`src/rtl/dsil_pkg.sv`:
```
// Shared types for the depth sorted insert list.
// Item kinds, the stored entry record and the result record.
// No dependencies.
package dsil_pkg;

  typedef enum logic [1:0] {
    KIND_CLEAR  = 2'd0,
    KIND_INSERT = 2'd1,
    KIND_READ   = 2'd2
  } kind_t;

  typedef struct packed {
    logic [11:0] mesh_index;
    logic [11:0] poly_index;
    logic [23:0] depth;
  } entry_t;

  typedef struct packed {
    logic        accepted;
    logic [6:0]  entry_count;
    logic        entry_valid;
    entry_t      entry;
  } result_t;

endpackage

```
`src/rtl/dsil_out_buf.sv`:
```
// Two-deep result buffer between the list and the result channel.
// Takes a result while an earlier one waits; stalls input only when full.
// Depends on dsil_pkg.
module dsil_out_buf (
  input  logic               clk,
  input  logic               rst_n,
  input  logic               load,
  input  dsil_pkg::result_t  load_data,
  output logic               full,
  output logic               out_valid,
  input  logic               out_stall,
  output dsil_pkg::result_t  out_data
);
  import dsil_pkg::*;

  logic    main_valid_r, main_valid_nxt;
  logic    skid_valid_r, skid_valid_nxt;
  result_t main_r, main_nxt;
  result_t skid_r, skid_nxt;
  logic    taken;

  assign taken = main_valid_r && !out_stall;

  always_comb begin
    main_valid_nxt = main_valid_r;
    skid_valid_nxt = skid_valid_r;
    main_nxt       = main_r;
    skid_nxt       = skid_r;
    if (load) begin
      // load is never raised while the skid stage is occupied
      if (!main_valid_r || taken) begin
        main_nxt       = load_data;
        main_valid_nxt = 1'b1;
      end else begin
        skid_nxt       = load_data;
        skid_valid_nxt = 1'b1;
      end
    end else if (taken) begin
      if (skid_valid_r) begin
        main_nxt       = skid_r;
        skid_valid_nxt = 1'b0;
      end else begin
        main_valid_nxt = 1'b0;
      end
    end
  end

  always_ff @(posedge clk) begin
    if (!rst_n) begin
      main_valid_r <= 1'b0;
      skid_valid_r <= 1'b0;
    end else begin
      main_valid_r <= main_valid_nxt;
      skid_valid_r <= skid_valid_nxt;
    end
  end

  always_ff @(posedge clk) begin
    main_r <= main_nxt;
    skid_r <= skid_nxt;
  end

  assign full      = skid_valid_r;
  assign out_valid = main_valid_r;
  assign out_data  = main_r;

endmodule

```
`config.mk`:
```
export PLATFORM = sky130hd
export DESIGN_NAME = dsil_out_buf
export DESIGN_NICKNAME = d
export VERILOG_FILES = /design/src/rtl/dsil_pkg.sv /design/src/rtl/dsil_out_buf.sv
export SDC_FILE = /design/constraint.sdc
export NUM_CORES = 1
export LEC_CHECK = 0
export ABC_AREA = 1
export BUFFER_PORTS_ARGS = -buffer_cell sky130_fd_sc_hd__buf_2
export CAP_MARGIN = 20
export CORE_ASPECT_RATIO = 1.4
export CORE_MARGIN = 5
export CORE_UTILIZATION = 40
export CTS_CLUSTER_SIZE = 28
export DETAILED_ROUTE_END_ITERATION = 12
export GPL_TIMING_DRIVEN = 0
export MAX_ROUTING_LAYER = met4
export SLEW_MARGIN = 20
export SYNTH_ARGS = -nofsm -noshare
export SYNTH_HDL_FRONTEND = slang
export SYNTH_SLANG_ARGS = --single-unit
```
`constraint.sdc`:
```
create_clock -name clk -period 17.05 [get_ports clk]
set_input_delay 2.5575 -clock clk [delete_from_list [all_inputs] [get_ports clk]]
set_output_delay 2.5575 -clock clk [all_outputs]
set_load 0.05 [all_outputs]
```
# Word-level counts from Yosys, hierarchy flattened
# Cells that the tools add are included.
[word_totals] ff_bits=116 out_inout_bits=59 wordCells=39
[classes] eq_ne=3 mux=11 bitwise=1 n_reduce_logical=10
[ops] cell="57-bit two-way mux" n=4
[ops] cell="1-bit two-way mux" n=7
[ops] cell="3-bit AND reduction" n=2
[ops] cell="2-bit != test (second input constant)" n=2
[ops] cell="2-bit AND reduction" n=2
[ops] cell="2-bit nonzero test" n=2
[ops] cell="1-bit logical NOT" n=2
[ops] cell="2-bit by 1-bit != test with 1-bit output (second input constant)" n=1
[ops] cell="1-bit logical AND" n=1
[ops] cell="1-bit logical OR" n=1
[ops] cell="1-bit inverter" n=1

# Depth between registers and ports, before layout
# Gate-level depths: netlist (run 1).
[logic_depth] word_depth=5 depth_mapped=6 depth_no_buf=4

# Least setup slack after synthesis (run 1)
# Ideal clock, no wire load.
[synth_path] kind="input to register" from="input port load" to="register main_r (netlist bit out_data[0]) (enable)" setup_time_ns=0.542 arrival_time_ns=6.811 slack_ns=9.697 cell_stages=4 n_path_buf=2 cell_sequence="buf_4 -> buf_6 -> nor2_1 -> nor3_1"
[synth_via] elab_chain_len=2 elab_cells_between_ends=4
[synth_rtl] element="from (decl)" line_no="dsil_out_buf.sv:7" text="input logic load,"
[synth_rtl] element="2-bit by 1-bit != test with 1-bit output (no line) or 2-bit nonzero test (tied branches)"
[synth_rtl] element="3-bit AND reduction (no line) *"
[synth_rtl] element="to (signal assigned)" line_no="dsil_out_buf.sv:59" text="main_r <= main_nxt;"
[synth_rtl] element="to (decl)" line_no="dsil_out_buf.sv:18" text="result_t main_r, main_nxt;"
# Mark *: on every way between the ends. The rest lies on a longest branch, timed or not.
# A chain may end at the register's enable or synchronous reset.

# Worst setup path in the final report (run 1)
[layout_path] from="input port load" to="register main_r (netlist bit out_data[20]) (enable)"
# The elaborated chain is that of the path after synthesis.

==> reports/metrics.csv, run 1 <==
stage;metric;value;unit
clock_tree;clock_sinks;116;
sta;hold_viol_final;0;
synthesis;synth_top_flop_cell;edfxtp_1;
finish;fillers;936;
synthesis;yosysMostFrequentCell;nand2_1;
sta;setup_viol;0;
finish;drive_above_1_share;35.8;%
critical_path;cpMostUsedCell;buf_6;
finish;seq_area;0.00346;mm^2
finish;antenna_cells;0;
global_routing;grt-ovfl-total;0;
critical_path;required;17.17;ns
worst_hold_path;min_to;full;
power;p_leak;2.49;nW
critical_path;rr_worst_depth;6;
synthesis;yosys-top-cells-area;edfxtp_1 80%, nand2_1 16%, buf_2 1.1%, dfxtp_1 0.94%, buf_6 0.53%;
status;outcome;complete, no violations;
synthesis;ys_ff_latch;116;
routing;wirelength;8670;um
power;powerDensity;128;mW/mm^2
floorplan;fp.dieW;97.2;um
sta;max_freq;0.251;GHz
synthesis;synth_commonest_cells;178 x nand2_1, 114 x edfxtp_1, 9 x buf_2, 4 x inv_1, 4 x nor2_1;
routing;wl_per_cell;14.1;um
global_routing;antenna_found_initial;0;
worst_hold_path;holdCritPathClass;reg2reg;
routing;avgViaCountPerCell;4.38;
synthesis;synth_warnings;0;
synthesis;netlist_area;0.00426;mm^2
critical_path;critPathMaxFanout;10;
routing;vias;2692;
routing;drtPass1Iterations;4;
critical_path;reg2reg_slack;15.09;ns
power;total_power;0.000732;W
critical_path;critPathLaunchType;primary input;
sta;holdWs;0.502;ns
finish;postLayoutCoreUtil;54.8;%
clock_tree;post_cts_buffers;0;
critical_path;crit-reg2reg-launch;out_valid;
critical_path;cp-end-kind;flop;
critical_path;worst_path_max_delay_cell;nor3_2;
clock_tree;cts_resized;0;
routing;drtIter0Drc;133;
global_routing;grt_pass1_wl;13800;um
floorplan;core-area;0.0104;mm^2
placement;io_buffers;118;
synthesis;synth_cells;318;
critical_path;crit_arrival;4.10;ns
floorplan;num_io_pins;120;
sta;skew;0.00573;ns
critical_path;cp_cell_sequence;buf_4 -> buf_6 -> nor2_1 -> nor3_2 -> buf_4 -> buf_6 -> buf_6;
routing;ant_nets;0;
clock_tree;clock_latency;0.40;ns
clock_tree;cts_tree;done;
synthesis;syn_avg_cell_area;13.4;um^2
floorplan;die-area;0.0128;mm^2
placement;place_hpwl;6170;um
worst_hold_path;hold_depth;2;
clock_tree;cts_buffers;17;
critical_path;worstSetupPathType;in2reg;
finish;multi_input_area;706;um^2
routing;drc_errors;0;
synthesis;synth_edf_count;114;
flow_run;cap_violations;0;
sta;period_share;23.4;%
clock_tree;clock_path_buffers;2;
floorplan;rows;44;
sta;tns;0;ns
critical_path;cp_num_buf_inv;5;
synthesis;yosysTopAreaCellShare;80.4;%
synthesis;synthArstFlopShare;0;%
critical_path;worst-path-stages;7;
sta;maxSlewHeadroom;53.8;%
finish;nets;525;
worst_hold_path;hold_start;full;
placement;place.gp.congestion;0.745;
critical_path;rr_endpoint;out_data[20];
global_routing;grt_max_degree;23;
critical_path;critPathMaxStageDelay;0.60;ns
sta;worst_pin_slew;0.690;ns
clock_tree;htreeDepth;4;
sta;rsz0062_at_grt;false;
floorplan;die_y;132;um
synthesis;syn_nets;379;
clock_tree;hold_buffers;0;
global_routing;grt_usage;14.6;%
synthesis;synthDistinctLibCells;11;
critical_path;crit_family;buffers and inverters;
clock_tree;clk_pin_slew;0.05;ns
power;ir_drop;0.0728;mV
finish;area_delta_synth_final;34.0;%
sta;period_minus_slack;3.99;ns
global_routing;grt_pass1_vias;2699;
floorplan;start_util;40.9;%
synthesis;synth_area_leader_cell;edfxtp_1;
sta;slew_viol_final;0;
synthesis;ys_seq_area_share;81.3;%
clock_tree;root_buffer;clkbuf_16;
report_power, final:
part / total (W) / internal (W) / leakage, nW / switching [W]
logic: 0.0000747 / 0.0000194 / 1.14 / 0.0000552
registers: 0.000332 / 0.000329 / 1.08 / 0.00000303
clock network: 0.000325 / 0.000210 / 0.275 / 0.000115
metrics by stage:
step	std cells	cell area, um^2	setup WS (ns)
3_5_place_dp	583	5160	12.60
2_1_floorplan	318	4260	9.70
4_1_cts	615	5700	13.03
5_1_grt	615	5700	12.92
6_report	615	5700	13.06
3_3_place_gp	574	5020	7.64
kinds of logic (layout without fill, tap and decap cells):
family                 count (synthesis)  after routing  synth area share, %
buffers and inverters                 18            177                 2.38
and+or+nand+nor                      183            183                 16.2
DFF                                  116            116                 81.3
AOI/OAI and AO/OA                      1              1                0.117
cell type report:
cell class | instances | share of cell area (%)
flip-flops and latches | 116 | 60.7
repair buffers | 127 | 12.5
well taps | 138 | 3.03
multi-input cells | 184 | 12.4
clock buffers | 18 | 7.52
plain buffers | 13 | 1.45
clock inverters | 14 | 2.08
inverters | 5 | 0.329
flip-flops by register name (all words and copies together), names as in the netlist:
signal	flops
out_data	57
skid_r	57
full	1
out_valid	1
worst register-to-register path, stage by stage (launching register included):
cell	delay (ns)
dfxtp_1	0.33
nand2_1	0.13
inv_1	0.09
nor3_2	0.53
buf_4	0.28
buf_6	0.15
buf_6	0.15
worst max path at each step:
stage                   end  startpoint  slack [ns]
2_1_floorplan   out_data[0]        load        9.70
3_3_place_gp   out_data[20]        load        7.64
3_5_place_dp   out_data[20]        load       12.60
4_1_cts        out_data[13]        load       13.03
5_1_grt        out_data[20]        load       12.92
6_report       out_data[20]        load       13.06
cell usage in the layout (no fill, tap or decap):
cell type,Yosys,layout
dfxtp_1,2,2
buf_6,2,6
nand2_1,178,178
buf_2,9,127
clkinv_1,0,3
clkbuf_1,0,1
clkinv_2,0,8
clkbuf_16,0,17
nor3_2,0,1
inv_1,4,4
buf_16,0,2
edfxtp_1,114,114
a21oi_1,1,1
buf_4,2,5
inv_2,1,1
nor2_4,0,1
clkinvlp_4,0,1
bufinv_16,0,2
nor2_1,4,3
layer usage:
metal | routed length, um | vias up | part of all wire (%) | GRT usage [%]
li1 | - | 1368 | - | -
met3 | 619 | 13 | 7.1 | 5.88
met4 | 155 | 0 | 1.8 | 6.56
met1 | 3380 | 1219 | 39 | 15.5
met2 | 4520 | 92 | 52 | 23.9
met5 | 0 | - | 0 | -
Power figures use the tool's default switching activity.
==> run 2: changes to the inputs <==
ABC_AREA = 0   (was 1)
PLACE_DENSITY = 0.66   (was default)
clock period = 3.4 ns   (was 17.05 ns; I/O delays follow)
==> reports/metrics.csv, run 2 <==
stage;metric;value;unit;change
finish;fillers;904;;-3.4%
clock_tree;htreeDepth;4;;unchanged
synthesis;synth_xor_area_share;0;%;unchanged
floorplan;die-area;0.0135;mm^2;+5.2%
critical_path;crit-reg2reg-launch;out_valid;;
sta;hold_viol_final;0;;unchanged
power;powerDensity;650;mW/mm^2;+410%
floorplan;start_util;41.2;%;+0.30 points
routing;drc_errors;0;;unchanged
status;outcome;complete, no violations;;
routing;drtPass1Iterations;4;;unchanged
worst_hold_path;holdCritPathClass;in2reg;;
finish;stdcell_count;483;;-21%
finish;nets;390;;-26%
synthesis;yosys-top-cells-area;edfxtp_1 76%, mux2_4 19%, buf_12 2.2%, dfxtp_1 0.89%, buf_6 0.50%;;
synthesis;syn_avg_cell_area;23.8;um^2;+78%
sta;setup_viol;0;;unchanged
global_routing;antenna_found_initial;0;;unchanged
clock_tree;cts_resized;0;;unchanged
finish;antenna_cells;0;;unchanged
critical_path;cpMostUsedCell;buf_16;;
finish;final_cell_mix;118 x buf_2, 114 x edfxtp_1, 57 x mux2_4;;
critical_path;crit_start;out_valid;;
placement;place_hpwl;5700;um;-7.5%
placement;place.gp.congestion;0.676;;-9.3%
synthesis;synth_area_leader_cell;edfxtp_1;;
worst_hold_path;hold_depth;1;;-1
clock_tree;clock_latency;0.39;ns;about the same
critical_path;crit_end;out_data[20];;
sta;worst_pin_slew;0.743;ns;+0.0527 ns
critical_path;worst_path_max_delay_cell;a21oi_4;;
sta;rsz0062_at_grt;false;;
placement;io_buffers;118;;unchanged
routing;wl_per_cell;16.6;um;+18%
critical_path;required;3.50;ns;-13.67 ns
global_routing;grt_max_degree;37;;+61%
synthesis;synth_edf_count;114;;unchanged
sta;skew;0.00761;ns;+0.00188 ns
critical_path;critPathMaxStageDelay;0.59;ns;about the same
sta;holdWs;0.308;ns;-0.194 ns
synthesis;synth_top_family_by_area;multiplexers;;
synthesis;synth_commonest_cells;114 x edfxtp_1, 57 x mux2_4, 5 x buf_12;;
floorplan;die_y;136;um;+2.6%
synthesis;ys_ff_latch;116;;unchanged
floorplan;rows;45;;+2.3%
clock_tree;clock_path_buffers;2;;unchanged
sta;period_minus_slack;1.95;ns;
clock_tree;root_buffer;clkbuf_16;;
sta;period_share;57.5;%;
routing;drtIter0Drc;88;;-34%
synthesis;synth_top_flop_cell;edfxtp_1;;
synthesis;synth_adder_area_share;0;%;unchanged
floorplan;num_io_pins;120;;unchanged
synthesis;synth_cells;189;;-41%
worst_hold_path;hold_start;load_data[39];;
synthesis;syn_nets;250;;-34%
floorplan;core-area;0.0109;mm^2;+5.0%
critical_path;crit_arrival;2.05;ns;-2.05 ns
critical_path;worstSetupPathType;reg2reg;;
clock_tree;cts_buffers;17;;unchanged
clock_tree;clk_pin_slew;0.05;ns;about the same
finish;seq_area;0.00346;mm^2;unchanged
synthesis;synth-compound-area-share;0.945;%;+0.83 points
critical_path;rr_worst_depth;4;;-2
routing;ant_nets;0;;unchanged
clock_tree;post_cts_buffers;0;;unchanged
global_routing;grt_pass1_wl;12600;um;-8.5%
synthesis;synth_warnings;0;;unchanged
finish;multi_input_area;933;um^2;+32%
global_routing;grt_pass1_vias;2445;;-9.4%
routing;avgViaCountPerCell;4.60;;+5.1%
finish;area_delta_synth_final;32.3;%;
placement;place_area;0.00536;mm^2;+4.0%
global_routing;grt_usage;12.7;%;-1.9 points
routing;vias;2221;;-17%
synthesis;synthArstFlopShare;0;%;unchanged
routing;wirelength;8010;um;-7.7%
critical_path;rr_endpoint;out_data[20];;
synthesis;netlist_area;0.00450;mm^2;+5.8%
finish;final_common_cell;buf_2;;
critical_path;cp_cell_sequence;a21oi_1 -> a21oi_4 -> buf_16 -> buf_16;;
synthesis;synthSimpleGateAreaFrac;0.417;%;-16 points
power;p_leak;2.43;nW;-2.5%
flow_run;cap_violations;0;;unchanged
critical_path;worst-path-stages;4;;-3
critical_path;crit_family;compound AO/OA/AOI/OAI gates;;
finish;drive_above_1_share;62.3;%;+26 points
critical_path;cp-end-kind;flop;;
finish;design_area;0.00596;mm^2;+4.5%
critical_path;critPathLaunchType;flop;;
clock_tree;clock_sinks;116;;unchanged
power;ir_drop;0.471;mV;+550%
critical_path;cp_num_buf_inv;2;;-3
critical_path;critPathMaxFanout;20;;+10
sta;maxSlewHeadroom;50.4;%;-3.4 points
synthesis;ys_seq_area_share;76.9;%;-4.4 points
power;total_power;0.00388;W;+430%
critical_path;reg2reg_slack;1.45;ns;-13.64 ns
floorplan;fp.dieW;99.7;um;+2.5%
sta;max_freq;0.512;GHz;
clock_tree;hold_buffers;0;;unchanged
placement;dp_cells;451;;-23%
synthesis;yosysTopAreaCellShare;76.0;%;-4.4 points
global_routing;grt-ovfl-total;0;;unchanged
sta;slew_viol_final;0;;unchanged
synthesis;synth.area.mux_share;19.0;%;+19 points
synthesis;yosysMostFrequentCell;edfxtp_1;;
synthesis;synthDistinctLibCells;12;;+1
clock_tree;cts_tree;done;;
==> run 2: metal layers <==
metal	up-vias	wire length [um]	GRT usage, %
met5	-	0	-
met4	0	87	4.86
met3	6	584	5.10
met2	83	4260	20.7
met1	1092	3080	13.9
li1	1040	-	-
==> run 2: logic make-up after synthesis <==
logic type	count (synthesis)
AOI/OAI and AO/OA	6
and+or+nand+nor	3
DFF	116
buffers and inverters	7
muxes	57
==> run 2: cell type report <==
class,count,area share [%]
clock buffer,20,7.33
multi-input combinational,66,15.7
timing repair buffer,121,11.2
tap,141,2.96
buffer,7,2.06
clock inverter,12,2.71
sequential,116,58.1
==> run 2: worst min path at each step <==
stage | endpoint
after floorplan | out_data[43]
after global placement | out_data[22]
after detailed placement | out_data[7]
after CTS | skid_r[40]
after global routing | skid_r[11]
final | skid_r[39]
==> run 2: power breakdown <==
part           leakage (nW)  switching, W  total [W]  internal, W
registers              1.09     0.0000173    0.00167      0.00165
logic                  1.06      0.000269   0.000417     0.000148
clock network         0.286      0.000577    0.00179      0.00121
total                  2.43      0.000863    0.00388      0.00301
==> run 2: through the flow <==
step	setup TNS, ns	util [%]	setup slack [ns]
2_1_floorplan	0	-	0.505
3_3_place_gp	-18.14	48.3	-0.303
3_5_place_dp	0	49.1	1.03
4_1_cts	0	54.6	1.38
5_1_grt	0	54.6	1.28
6_report	0	54.6	1.45
