### src/rtl/dsil_pkg.sv
// Shared types for the depth sorted insert list.
// Item kinds, the stored entry record and the result record.
// No dependencies.
package dsil_pkg;

  typedef enum logic [1:0] {
    KIND_CLEAR  = 2'd0,
    KIND_INSERT = 2'd1,
    KIND_READ   = 2'd2
  } kind_t;

  typedef struct packed {
    logic [11:0] mesh_index;
    logic [11:0] poly_index;
    logic [23:0] depth;
  } entry_t;

  typedef struct packed {
    logic        accepted;
    logic [6:0]  entry_count;
    logic        entry_valid;
    entry_t      entry;
  } result_t;

endpackage

### src/rtl/dsil_cell.sv
// One list position of the depth sorted insert list.
// Holds an entry and shifts it to the next position on an insert.
// Depends on dsil_pkg.
module dsil_cell #(
  parameter int CNT_W = 7,
  parameter int IDX_W = 6,
  parameter int POS   = 0
) (
  input  logic                clk,
  input  logic                insert_en,
  input  logic [CNT_W-1:0]    count,
  input  logic [IDX_W-1:0]    read_index,
  input  dsil_pkg::entry_t    new_entry,
  input  logic                prev_gt,
  input  dsil_pkg::entry_t    prev_entry,
  output logic                gt,
  output dsil_pkg::entry_t    entry,
  output dsil_pkg::entry_t    read_data
);
  import dsil_pkg::*;

  entry_t entry_r;
  entry_t entry_nxt;
  logic   occupied;
  logic   at_end;

  assign occupied = count > CNT_W'(POS);
  assign at_end   = count == CNT_W'(POS);
  // New item goes before the first held entry that is strictly nearer
  assign gt       = occupied && (new_entry.depth > entry_r.depth);

  always_comb begin
    entry_nxt = entry_r;
    if (insert_en) begin
      if (prev_gt) begin
        entry_nxt = prev_entry;
      end else if (gt || at_end) begin
        entry_nxt = new_entry;
      end
    end
  end

  always_ff @(posedge clk) begin
    entry_r <= entry_nxt;
  end

  assign entry     = entry_r;
  assign read_data = (read_index == IDX_W'(POS)) ? entry_r : '0;

endmodule

### config.mk
export PLATFORM = sky130hd
export DESIGN_NAME = dsil_cell
export DESIGN_NICKNAME = d
export VERILOG_FILES = /design/src/rtl/dsil_pkg.sv /design/src/rtl/dsil_cell.sv
export SDC_FILE = /design/constraint.sdc
export NUM_CORES = 1
export LEC_CHECK = 0
export BUFFER_PORTS_ARGS = -buffer_cell sky130_fd_sc_hd__buf_2
export CAP_MARGIN = 40
export CORE_ASPECT_RATIO = 0.5
export CORE_MARGIN = 3
export CORE_UTILIZATION = 46
export CTS_BUF_LIST = sky130_fd_sc_hd__clkbuf_8
export DETAILED_ROUTE_END_ITERATION = 16
export PLACE_DENSITY_LB_ADDON = 0.08
export RECOVER_POWER = 100
export SLEW_MARGIN = 15
export SYNTH_ARGS = -nofsm -noshare
export SYNTH_HDL_FRONTEND = slang
export SYNTH_SLANG_ARGS = --single-unit
export TNS_END_PERCENT = 30
### constraint.sdc
create_clock -name clk -period 8.8 [get_ports clk]
set_input_delay 1.76 -clock clk [delete_from_list [all_inputs] [get_ports clk]]
set_output_delay 1.76 -clock clk [all_outputs]
set_load 0.05 [all_outputs]
After elaboration in Yosys (flattened, before gate mapping)
Cells that the tools add are included.

Bits of input ports: 112. Output and inout port bits: 97. Register bits: 48. Word-level logic and storage cells: 14.

$lt $le $gt $ge: 2. Reduce and logical (&&, ||, !) cells: 6. Mux-type cells: 3.

Operator list (count): $mux 48 (3); $gt 24x24->1 (1); $gt 7x1->1 const B (1); $logic_not 7->1 (1); $logic_not 6->1 (1); $reduce_and 2->1 (1); $reduce_bool 2->1 (1); $logic_and 1x1->1 (1); $logic_or 1x1->1 (1).

Longest topological paths before layout
Gate-level depths: netlist of run 1.

Depth in word-level cells: 5. Gate-level depth with buffers: 7. Mapped depth without buffers: 7.

Least setup slack after synthesis of run 1
No wires, ideal clock.

Path kind: input to output. Start point: in read_index[3]. End point: out read_data[10] in the netlist's numbering. Required time: 7040 ps. Cell stages on the path: 4. Slack: 2966 ps. Data arrival time: 4074 ps. Path buffers: 2. Cells stage by stage: or4_1 buf_2 clkbuf_1 nor4_1.

RTL lines: start: declaration (RTL line dsil_cell.sv:12) `input logic [IDX_W-1:0] read_index,`; end: declaration (RTL line dsil_cell.sv:18) `output dsil_pkg::entry_t read_data`.

==> summary.md, run 1 <==
| Metric | Value |
|---|---|
| Status | complete, but fails checks |
| Failing checks | capacitance limit, slew limit |
| ANT nets after route | 0 |
| CTS Buf Count | 5 |
| Layout cell share with drive strength beyond 1 | 40.65% |
| Static Leak | 1.816 nW |
| Crit. End Element | primary output |
| Max Cap Violations | 3 |
| Register area | 1441 µm² |
| Dpl hpwl | 6.541 mm |
| Vias per inst | 5.004 |
| DRC viols | 0 |
| All-layer global routing usage | 21.03% |
| Utilization after layout | 66.49% |
| Hold Buf Count CTS | 0 |
| Asr flop ratio synth | 0% |
| Sequential area share after synthesis | 47.72% |
| Pins Over Slew Limit | 102 |
| TritonCTS clock tree | built |
| Fin crit period | 6.611 ns |
| Initial Util | 48.67% |
| Most area-hungry cell type in the Yosys netlist | edfxtp_1 |
| Post-synthesis xor/xnor area fraction | 0% |
| Synth Area in Compound Gates | 4.515% |
| Yosys top cell area share | 47.72% |
| Hold crit path type | in -> reg |
| DIE WIDTH | 120.6 µm |
| CTS Root Cell | clkbuf_8 |
| Routability Congestion | 0.7589 |
| Mapped cell area | 3020 µm² |
| Fin Hold WS | 1.739 ns |
| Detailed Route WL | 8.397 mm |
| Clk Latency, worst-skew pair | 0.31 ns |
| Sw frac | 35.42% |
| Final Skew | 0.009112 ns |
| PortBufs | 208 |
| CP max FO | 25 |
| Cell Int Power | 0.0004270 W |
| H-tree depth | 2 |
| Setup Fix Bufs, Post-CTS | 0 |
| RSZ-0062 raised after global routing | no |
| Syn Nets | 392 |
| Chip height | 63.30 µm |
| Ant diodes | 0 |
| Final Hold Fails | 0 |
| Total gr overflow | 0 |
| Fill cells | 559 |
| First-pass GRT wire length | 12.99 mm |
| Post-synthesis cell count | 256 |
| Routed WL per cell | 15.32 µm |
| Max reg flops | 48 |
| TritonCTS sink count | 48 |
| Starting DRT DRC Count | 80 |
| Die ar. | 7634 µm² |
| Fmax | 0.1513 GHz |
| Worst Path Required | 7.04 ns |
| Simple-Gate Fraction of Synth Area | 14.91% |
| Final net count | 595 |
| Final setup fails | 0 |
| Ports | 209 |
| Max_slew headroom | -77.43% |
| Area Overhead vs Synth | 36.62% |
| Largest family of logic cells by synthesized area | multiplexers |
| Yosys cell types | 26 |
| Yosys warns | 0 |
| CORE AREA | 6206 µm² |
| CTS clock-pin slew for the worst setup and hold paths | 0.10 ns |
| Register bit total from synthesis | 48 |
| Pwr Density | 160.2 nW/µm² |
| Ys flop type | edfxtp_1 |
| Clock share of power | 24.5% |
| Arrival time worst endpoint | 4.85 ns |
| Count leader, synth | edfxtp_1 |
| Initial antenna violation count | 0 |
| Switching power | 0.0002342 W |
| Peak VDD IR | 0.09121 mV |
| Post-synth EDFFs | 48 |
| Synth top area cells | edfxtp_1, mux2_2, ha_1, and2_1, nor4_1 |
| Vias in the first global route | 2,759 |
| Top post-synthesis cells by count | edfxtp_1, mux2_2, and2_1, nor4_1 |
| Syn Area/Cell | 11.80 µm² |
| Post-CTS sizing | 0 |
| Area of the multi-input gates | 1405 µm² |
| Site Rows | 20 |
| Largest net degree at the start of global routing | 51 |
| Via count | 2,742 |
| Adder-cell share of the synthesized area | 9.942% |
| DR pass1 iterations | 4 |
| Tcrit/Tclk final | 75.13% |
| Power share of the combinational group | 31.1% |
| Multiplexer share of the synthesized area | 17.52% |
| Placed Instance Area | 4131 µm² |
| Least-Margin Pin Slew | 2.661 ns |
| Final instance area | 4126 µm² |
| Sequential power share | 44.5% |
| Setup Crit Path Kind | in -> out |
| Reg2reg setup slack | 3.68 ns |
| CP Launch Type | input pin |
| Setup TNS | 0 ns |
| CTS max path bufs | 2 |
power groups by stage:
stage	registers, W	clock network (W)	logic (W)
3_3_place_gp	0.000296	0	0.000210
5_1_grt	0.000297	0.000176	0.000221
6_report	0.000294	0.000162	0.000206
3_5_place_dp	0.000297	0	0.000214
4_1_cts	0.000292	0.000167	0.000215
2_1_floorplan	0.000374	0	0.0000716
cell families (layout without fill, tap and decap cells):
group / Yosys count / count (layout)
AOI/OAI and AO/OA: 23 / 23
adders and majority gates: 24 / 24
buffers and inverters: 39 / 243
DFF: 48 / 48
muxes: 47 / 47
and+or+nand+nor: 75 / 75
placed cells by master (no fill, tap or decap), types with 5 or more instances in the layout:
master | Yosys | final
clkbuf_8 | 0 | 5
buf_2 | 1 | 132
and2_0 | 0 | 21
o21ai_0 | 5 | 5
nand2_1 | 7 | 7
inv_1 | 24 | 24
nor4_1 | 25 | 25
nand4_1 | 6 | 6
edfxtp_1 | 48 | 48
a21oi_1 | 11 | 11
clkbuf_1 | 11 | 78
mux2_2 | 47 | 47
ha_1 | 24 | 24
worst paths after layout:
kind | start | endpoint | cells past startpoint
setup / recovery | read_index[3] | read_data[43] | 5
hold / removal | prev_entry[0] | entry[0] | 3
setup reg to reg | entry[22] | entry[47] | 7
hold reg to reg | entry[7] | entry[14] | 5
through the flow:
stage               cells  setup slack [ns]  power [W]
floorplan             256             2.966  0.0004458
global placement      539             3.162  0.0005062
detailed placement    539             3.076  0.0005114
CTS                   547             3.077  0.0006739
global route          548             1.761  0.0006945
finish                548             2.189  0.0006612
area by class of cell:
| type | count | share of cell area, % |
|---|---|---|
| multi-input cells | 169 | 34.05 |
| repair buffers | 211 | 23.47 |
| well taps | 88 | 2.668 |
| flip-flops and latches | 48 | 34.93 |
| clock buffers | 5 | 1.668 |
| clock inverters | 3 | 1.031 |
| inverters | 24 | 2.183 |
per-layer routing:
| metal | part of all wire [%] | global-route usage, % |
|---|---|---|
| met1 | 42 | 24.60 |
| met2 | 51 | 38.99 |
| met3 | 6.7 | 6.368 |
| met4 | 0.37 | 3.107 |
| met5 | 0 | 0 |
worst max-delay path, cell delays in order:
cell and delay [ns]:
buf_2 0.09, or4_1 0.72, nor3_1 1.52, and2_1 0.26, clkbuf_1 0.49
No activity file was read; power rests on OpenSTA's default activity.
==> inputs of run 2 (changes only) <==
- CORE_UTILIZATION: 46 -> 43
- clock period: 8.8 -> 6.3 ns (I/O delays scaled with it)
==> run 2 against run 1 <==
The flow still finishes with violations (capacitance limit, slew limit). Final cell count grew 0.18%. First-iteration DRC count up 3.8%. Count of clock-buffer cells in the layout unchanged. Wire length is 1.6% higher. Non-clock buffer count up 1. Global-route usage is 0.11 points higher. Via count up 2.3%. Clock skew down 0.0025 ns. Worst hold slack worse by 0.51 ns. Register-to-register slack got worse by 1.1 ns. Clock power rose by 44%. Cell area about the same. Critical endpoint is now entry[35]. Largest power group unchanged.
==> summary.md, run 2 (same netlist as run 1, synthesis figures left out) <==
| Metric | Value |
|---|---|
| Final setup fails | 0 (unchanged) |
| R2R cell count | 7 (unchanged) |
| Final net count | 596 (was 595) |
| Final Skew | 0.006590 ns (was 0.009112 ns) |
| All-layer global routing usage | 21.14% (was 21.03%) |
| Crit. End Element | flip-flop (was primary output) |
| Starting DRT DRC Count | 83 (was 80) |
| Worst-path cell chain | buf_2 -> clkbuf_1 -> o21ai_0 -> o221ai_1 -> clkbuf_1 (was buf_2 -> or4_1 -> nor3_1 -> and2_1 -> clkbuf_1) |
| Setup TNS | 0 ns (unchanged) |
| Static Leak | 1.756 nW (was 1.816 nW) |
| Hold path start | prev_entry[0] (unchanged) |
| Die ar. | 8127 µm² (was 7634 µm²) |
| Routability Congestion | 0.8391 (was 0.7589) |
| Hold crit path type | in -> reg (unchanged) |
| Worst R2R End | entry[35] (was entry[47]) |
| Detailed Route WL | 8.532 mm (was 8.397 mm) |
| Tcrit/Tclk final | 78.64% |
| TritonCTS sink count | 48 (unchanged) |
| Pins Over Slew Limit | 51 (was 102) |
| Chip height | 65.27 µm (was 63.30 µm) |
| DIE WIDTH | 124.5 µm (was 120.6 µm) |
| Ports | 209 (unchanged) |
| Fin crit period | 4.955 ns |
| Fin Hold WS | 1.230 ns (was 1.739 ns) |
| Hold Buf Count CTS | 0 (unchanged) |
| CTS Root Cell | clkbuf_8 (unchanged) |
| Least-Margin Pin Slew | 2.720 ns (was 2.661 ns) |
| Post-CTS sizing | 0 (unchanged) |
| First-pass GRT wire length | 14.06 mm (was 12.99 mm) |
| Commonest non-fill, non-tap cell in the layout | buf_2 (unchanged) |
| Vias in the first global route | 3,033 (was 2,759) |
| Max reg flops | 48 (unchanged) |
| Clk Latency, worst-skew pair | 0.31 ns (about the same) |
| Final instance area | 4124 µm² (was 4126 µm²) |
| Initial Util | 46.96% (was 48.67%) |
| CP peak stage delay | 1.91 ns (was 1.52 ns) |
| Routed WL per cell | 15.54 µm (was 15.32 µm) |
| DR pass1 iterations | 4 (unchanged) |
| Most frequent cells in the layout | buf_2, clkbuf_1, edfxtp_1, mux2_2 (was buf_2, clkbuf_1, edfxtp_1, mux2_2, nor4_1) |
| Arrival time worst endpoint | 4.89 ns (was 4.85 ns) |
| Peak VDD IR | 0.1199 mV (was 0.09121 mV) |
| Fmax | 0.2018 GHz |
| H-tree depth | 2 (unchanged) |
| Via count | 2,804 (was 2,742) |
| Layout cell share with drive strength beyond 1 | 36.66% (was 40.65%) |
| Pwr Density | 225.5 nW/µm² (was 160.2 nW/µm²) |
| Dpl hpwl | 6.680 mm (was 6.541 mm) |
| Worst Path Required | 6.24 ns (was 7.04 ns) |
| Vias per inst | 5.107 (was 5.004) |
| Site Rows | 20 (unchanged) |
| TritonCTS clock tree | built (unchanged) |
| Worst r2r src | entry[23] (was entry[22]) |
| Reg2reg setup slack | 2.61 ns (was 3.68 ns) |
| CTS max path bufs | 2 (unchanged) |
| Ant diodes | 0 (unchanged) |
| DRC viols | 0 (unchanged) |
| CTS clock-pin slew for the worst setup and hold paths | 0.09 ns (was 0.10 ns) |
| Largest net degree at the start of global routing | 51 (unchanged) |
| CP bufs+invs | 3 (was 2) |
| Max Cap Violations | 1 (was 3) |
| PortBufs | 208 (unchanged) |
| Setup Crit Path Kind | in -> reg (was in -> out) |
| Total gr overflow | 0 (unchanged) |
| Failing checks | capacitance limit, slew limit (unchanged) |
| RSZ-0062 raised after global routing | no (unchanged) |
| Final Power | 0.0009298 W (was 0.0006612 W) |
| Critical Path Most Common Cell | clkbuf_1 |
| Initial antenna violation count | 0 (unchanged) |
| Area Overhead vs Synth | 36.54% (was 36.62%) |
| Crit-path slowest cell | clkbuf_1 (was nor3_1) |
| Kind of cell adding the most delay to the critical path | buffers and inverters (was simple AND/OR/NAND/NOR gates) |
| CP max FO | 50 (was 25) |
| CORE AREA | 6431 µm² (was 6206 µm²) |
| Hold path depth | 3 (unchanged) |
| ANT nets after route | 0 (unchanged) |
| Endpoint, Worst Hold | entry[0] (unchanged) |
| Status | complete, but fails checks (unchanged) |
| CP Launch Type | input pin (unchanged) |
| Placed Instance Area | 4131 µm² (unchanged) |
| Final Hold Fails | 0 (unchanged) |
| Setup Fix Bufs, Post-CTS | 0 (unchanged) |
| Max_slew headroom | -81.30% (was -77.43%) |
| CTS Buf Count | 5 (unchanged) |
[run 2: per-stage QoR]
| step | utilization [%] | setup WS (ns) | std cells |
|---|---|---|---|
| after detailed placement | 64.24 | 1.555 | 539 |
| after global placement | 64.24 | 1.631 | 539 |
| after floorplan | - | 1.021 | 256 |
| final | 64.12 | 1.345 | 549 |
| after global routing | 64.12 | 0.9875 | 549 |
| after CTS | 66.03 | 1.557 | 547 |
[run 2: worst max-delay path by stage]
stage	end	slack, ns	depth (start not counted)	start
2_1_floorplan	entry[0]	1.02	5	new_entry[22]
3_3_place_gp	read_data[40]	1.63	5	read_index[3]
3_5_place_dp	read_data[40]	1.55	5	read_index[3]
4_1_cts	read_data[40]	1.56	5	read_index[3]
5_1_grt	entry[37]	0.99	5	prev_gt
6_report	entry[35]	1.35	5	prev_gt
[run 2: where the power goes]
part | internal (W) | switching, W | leakage [nW] | total, W
clock | 0.000120 | 0.000113 | 0.0548 | 0.000233
sequential | 0.000394 | 0.0000144 | 0.463 | 0.000408
combinational | 0.0000845 | 0.000204 | 1.24 | 0.000289
total | 0.000598 | 0.000332 | 1.76 | 0.000930
[run 2: per-layer routing]
metal / wire length [µm] / GRT usage (%) / vias to the layer above
met3: 720 / 6.981 / 12
met2: 4350 / 40.66 / 108
met5: 0 / 0 / -
li1: - / - / 1371
met1: 3367 / 22.99 / 1313
met4: 93 / 4.781 / 0
[run 2: final cells by class]
class	instances	area, µm²
fill	577	2307
inverter	24	90.09
tap	88	110.1
sequential	48	1441
clock inverter	3	46.29
timing repair buffer	212	950.9
clock buffer	5	68.82
multi-input combinational	169	1416
[run 2: worst register-to-register path: stages (launching register included)]
cell and delay [ns]:
edfxtp_1 0.37, inv_1 0.06, ha_1 0.30, nand4_1 0.19, nor4_1 0.65, nand3_1 0.18, o221ai_1 0.79, clkbuf_1 0.78
==> inputs of run 3 (changes only) <==
- CORE_UTILIZATION: 43 -> 39
- clock period: 6.3 -> 4.08 ns (I/O delays scaled with it)
==> run 3 against run 2 <==
The flow now finishes without violations. Register-to-register slack lost 1.9 ns. Total power grew 55%. Cell area grew 0.79%. Flip-flop and latch count is the same. Clock power grew 55%. Die area grew 9.5%. Sequential share of layout area shrank 0.27 points. Utilization shrank 5.5 points. Worst setup slack lost 0.94 ns. Critical endpoint is now read_data[31].
==> summary.md, run 3 (same netlist as run 1, synthesis figures left out) <==
| Metric | Value |
|---|---|
| Fin crit period | 3.671 ns |
| Ports | 209 (unchanged) |
| Detailed Route WL | 8.694 mm (was 8.532 mm) |
| RSZ-0062 raised after global routing | no (unchanged) |
| Dpl hpwl | 6.989 mm (was 6.680 mm) |
| CP peak stage delay | 0.86 ns (was 1.91 ns) |
| All-layer global routing usage | 18.59% (was 21.14%) |
| Final net count | 596 (unchanged) |
| Max_slew headroom | 2.607% (was -81.30%) |
| ANT nets after route | 0 (unchanged) |
| Crit. End Element | primary output (was flip-flop) |
| Worst Path Required | 3.26 ns (was 6.24 ns) |
| Kind of cell adding the most delay to the critical path | simple AND/OR/NAND/NOR gates (was buffers and inverters) |
| CTS Buf Count | 5 (unchanged) |
| TritonCTS sink count | 48 (unchanged) |
| Pwr Density | 346.4 nW/µm² (was 225.5 nW/µm²) |
| Initial antenna violation count | 0 (unchanged) |
| Ant diodes | 0 (unchanged) |
| Post-CTS sizing | 0 (unchanged) |
| Layout cell share with drive strength beyond 1 | 40.78% (was 36.66%) |
| CTS Root Cell | clkbuf_8 (unchanged) |
| Fill cells | 668 (was 577) |
| Fmax | 0.2724 GHz |
| CORE AREA | 7094 µm² (was 6431 µm²) |
| Final Hold Fails | 0 (unchanged) |
| Commonest non-fill, non-tap cell in the layout | buf_2 (unchanged) |
| Die ar. | 8901 µm² (was 8127 µm²) |
| PortBufs | 208 (unchanged) |
| Via count | 2,730 (was 2,804) |
| DRC viols | 0 (unchanged) |
| Static Leak | 1.826 nW (was 1.756 nW) |
| Area Overhead vs Synth | 37.61% (was 36.54%) |
| Vias per inst | 4.937 (was 5.107) |
| Place WS | 0.5809 ns (was 1.555 ns) |
| CTS clock-pin slew for the worst setup and hold paths | 0.10 ns (was 0.09 ns) |
| Worst-path cell chain | buf_2 -> or4_1 -> nor3_2 -> and2_1 -> clkbuf_2 (was buf_2 -> clkbuf_1 -> o21ai_0 -> o221ai_1 -> clkbuf_1) |
| Total gr overflow | 0 (unchanged) |
| CTS max path bufs | 2 (unchanged) |
| Largest net degree at the start of global routing | 27 (was 51) |
| Vias in the first global route | 2,646 (was 3,033) |
| Worst Setup Slack, final | 0.4089 ns (was 1.345 ns) |
| Hold path depth | 3 (unchanged) |
| CP max FO | 25 (was 50) |
| Routability Congestion | 0.7382 (was 0.8391) |
| Tcrit/Tclk final | 89.98% |
| Pins Over Slew Limit | 0 (was 51) |
| Final Skew | 0.007652 ns (was 0.006590 ns) |
| Crit-path slowest cell | nor3_2 (was clkbuf_1) |
| Chip height | 68.23 µm (was 65.27 µm) |
| Clk Latency, worst-skew pair | 0.31 ns (about the same) |
| H-tree depth | 2 (unchanged) |
| Final setup fails | 0 (unchanged) |
| Max reg flops | 48 (unchanged) |
| R2R cell count | 7 (unchanged) |
| TritonCTS clock tree | built (unchanged) |
| Max Cap Violations | 0 (was 1) |
| DIE WIDTH | 130.5 µm (was 124.5 µm) |
| Most frequent cells in the layout | buf_2, clkbuf_1, edfxtp_1, mux2_2 (unchanged) |
| Starting DRT DRC Count | 82 (was 83) |
| Least-Margin Pin Slew | 1.461 ns (was 2.720 ns) |
| Initial Util | 42.57% (was 46.96%) |
| Setup TNS | 0 ns (unchanged) |
| Site Rows | 21 (was 20) |
| Setup Crit Path Kind | in -> out (was in -> reg) |
| CP Launch Type | input pin (unchanged) |
| Status | finished clean (was complete, but fails checks) |
| Crit path depth | 5 (unchanged) |
| Routed WL per cell | 15.72 µm (was 15.54 µm) |
| Peak VDD IR | 0.1579 mV (was 0.1199 mV) |
| Setup Fix Bufs, Post-CTS | 0 (unchanged) |
| Hold Buf Count CTS | 0 (unchanged) |
| CP bufs+invs | 2 (was 3) |
| DR pass1 iterations | 4 (unchanged) |
| Arrival time worst endpoint | 2.86 ns (was 4.89 ns) |
| Hold crit path type | in -> reg (unchanged) |
| First-pass GRT wire length | 12.83 mm (was 14.06 mm) |
run 3: path summary, 6_finish.rpt:
path	start	end	slack [ns]
max	read_index[3]	read_data[31]	0.41
min reg2reg	entry[7]	entry[5]	1.89
max reg2reg	entry[22]	entry[43]	0.73
min	prev_entry[0]	entry[0]	0.79
run 3: tightest hold or removal path, cell delays in order:
cell and delay, ns:
buf_2 0.08, nand2_1 0.04, o21ai_0 0.06
run 3: final cells by class:
| class | count | area [µm²] | area share, % |
|---|---|---|---|
| tap | 92 | 115.1 | 2.769 |
| sequential | 48 | 1441 | 34.68 |
| timing repair buffer | 212 | 967.2 | 23.27 |
| inverter | 24 | 90.09 | 2.167 |
| clock buffer | 5 | 68.82 | 1.656 |
| multi-input combinational | 169 | 1428 | 34.35 |
| clock inverter | 3 | 46.29 | 1.114 |
run 3: report_power, final:
| group | total, W | internal (W) | switching (W) |
|---|---|---|---|
| Combinational | 0.000446 | 0.000129 | 0.000318 |
| Sequential | 0.000633 | 0.000609 | 0.0000234 |
| Clock | 0.000361 | 0.000185 | 0.000176 |
run 3: per-layer routing:
layer  vias to the layer above  track usage [%]  share of wire, %
li1                       1366                -                 -
met1                      1265            22.96                43
met2                        97            33.42                49
met3                         2            5.690               7.6
met4                         0            2.564              0.12
met5                         -                0                 0
run 3: per-stage QoR:
step                instances  util (%)  total power (W)  instance area (µm²)  hold WS (ns)
floorplan                 256         -        0.0009600                 3027         1.007
global placement          545     58.52         0.001098                 4151         1.099
detailed placement        545     58.52         0.001106                 4151         1.114
CTS                       553     60.14         0.001469                 4267        0.7826
global route              553     58.59         0.001518                 4156        0.7850
finish                    553     58.59         0.001440                 4156        0.7911
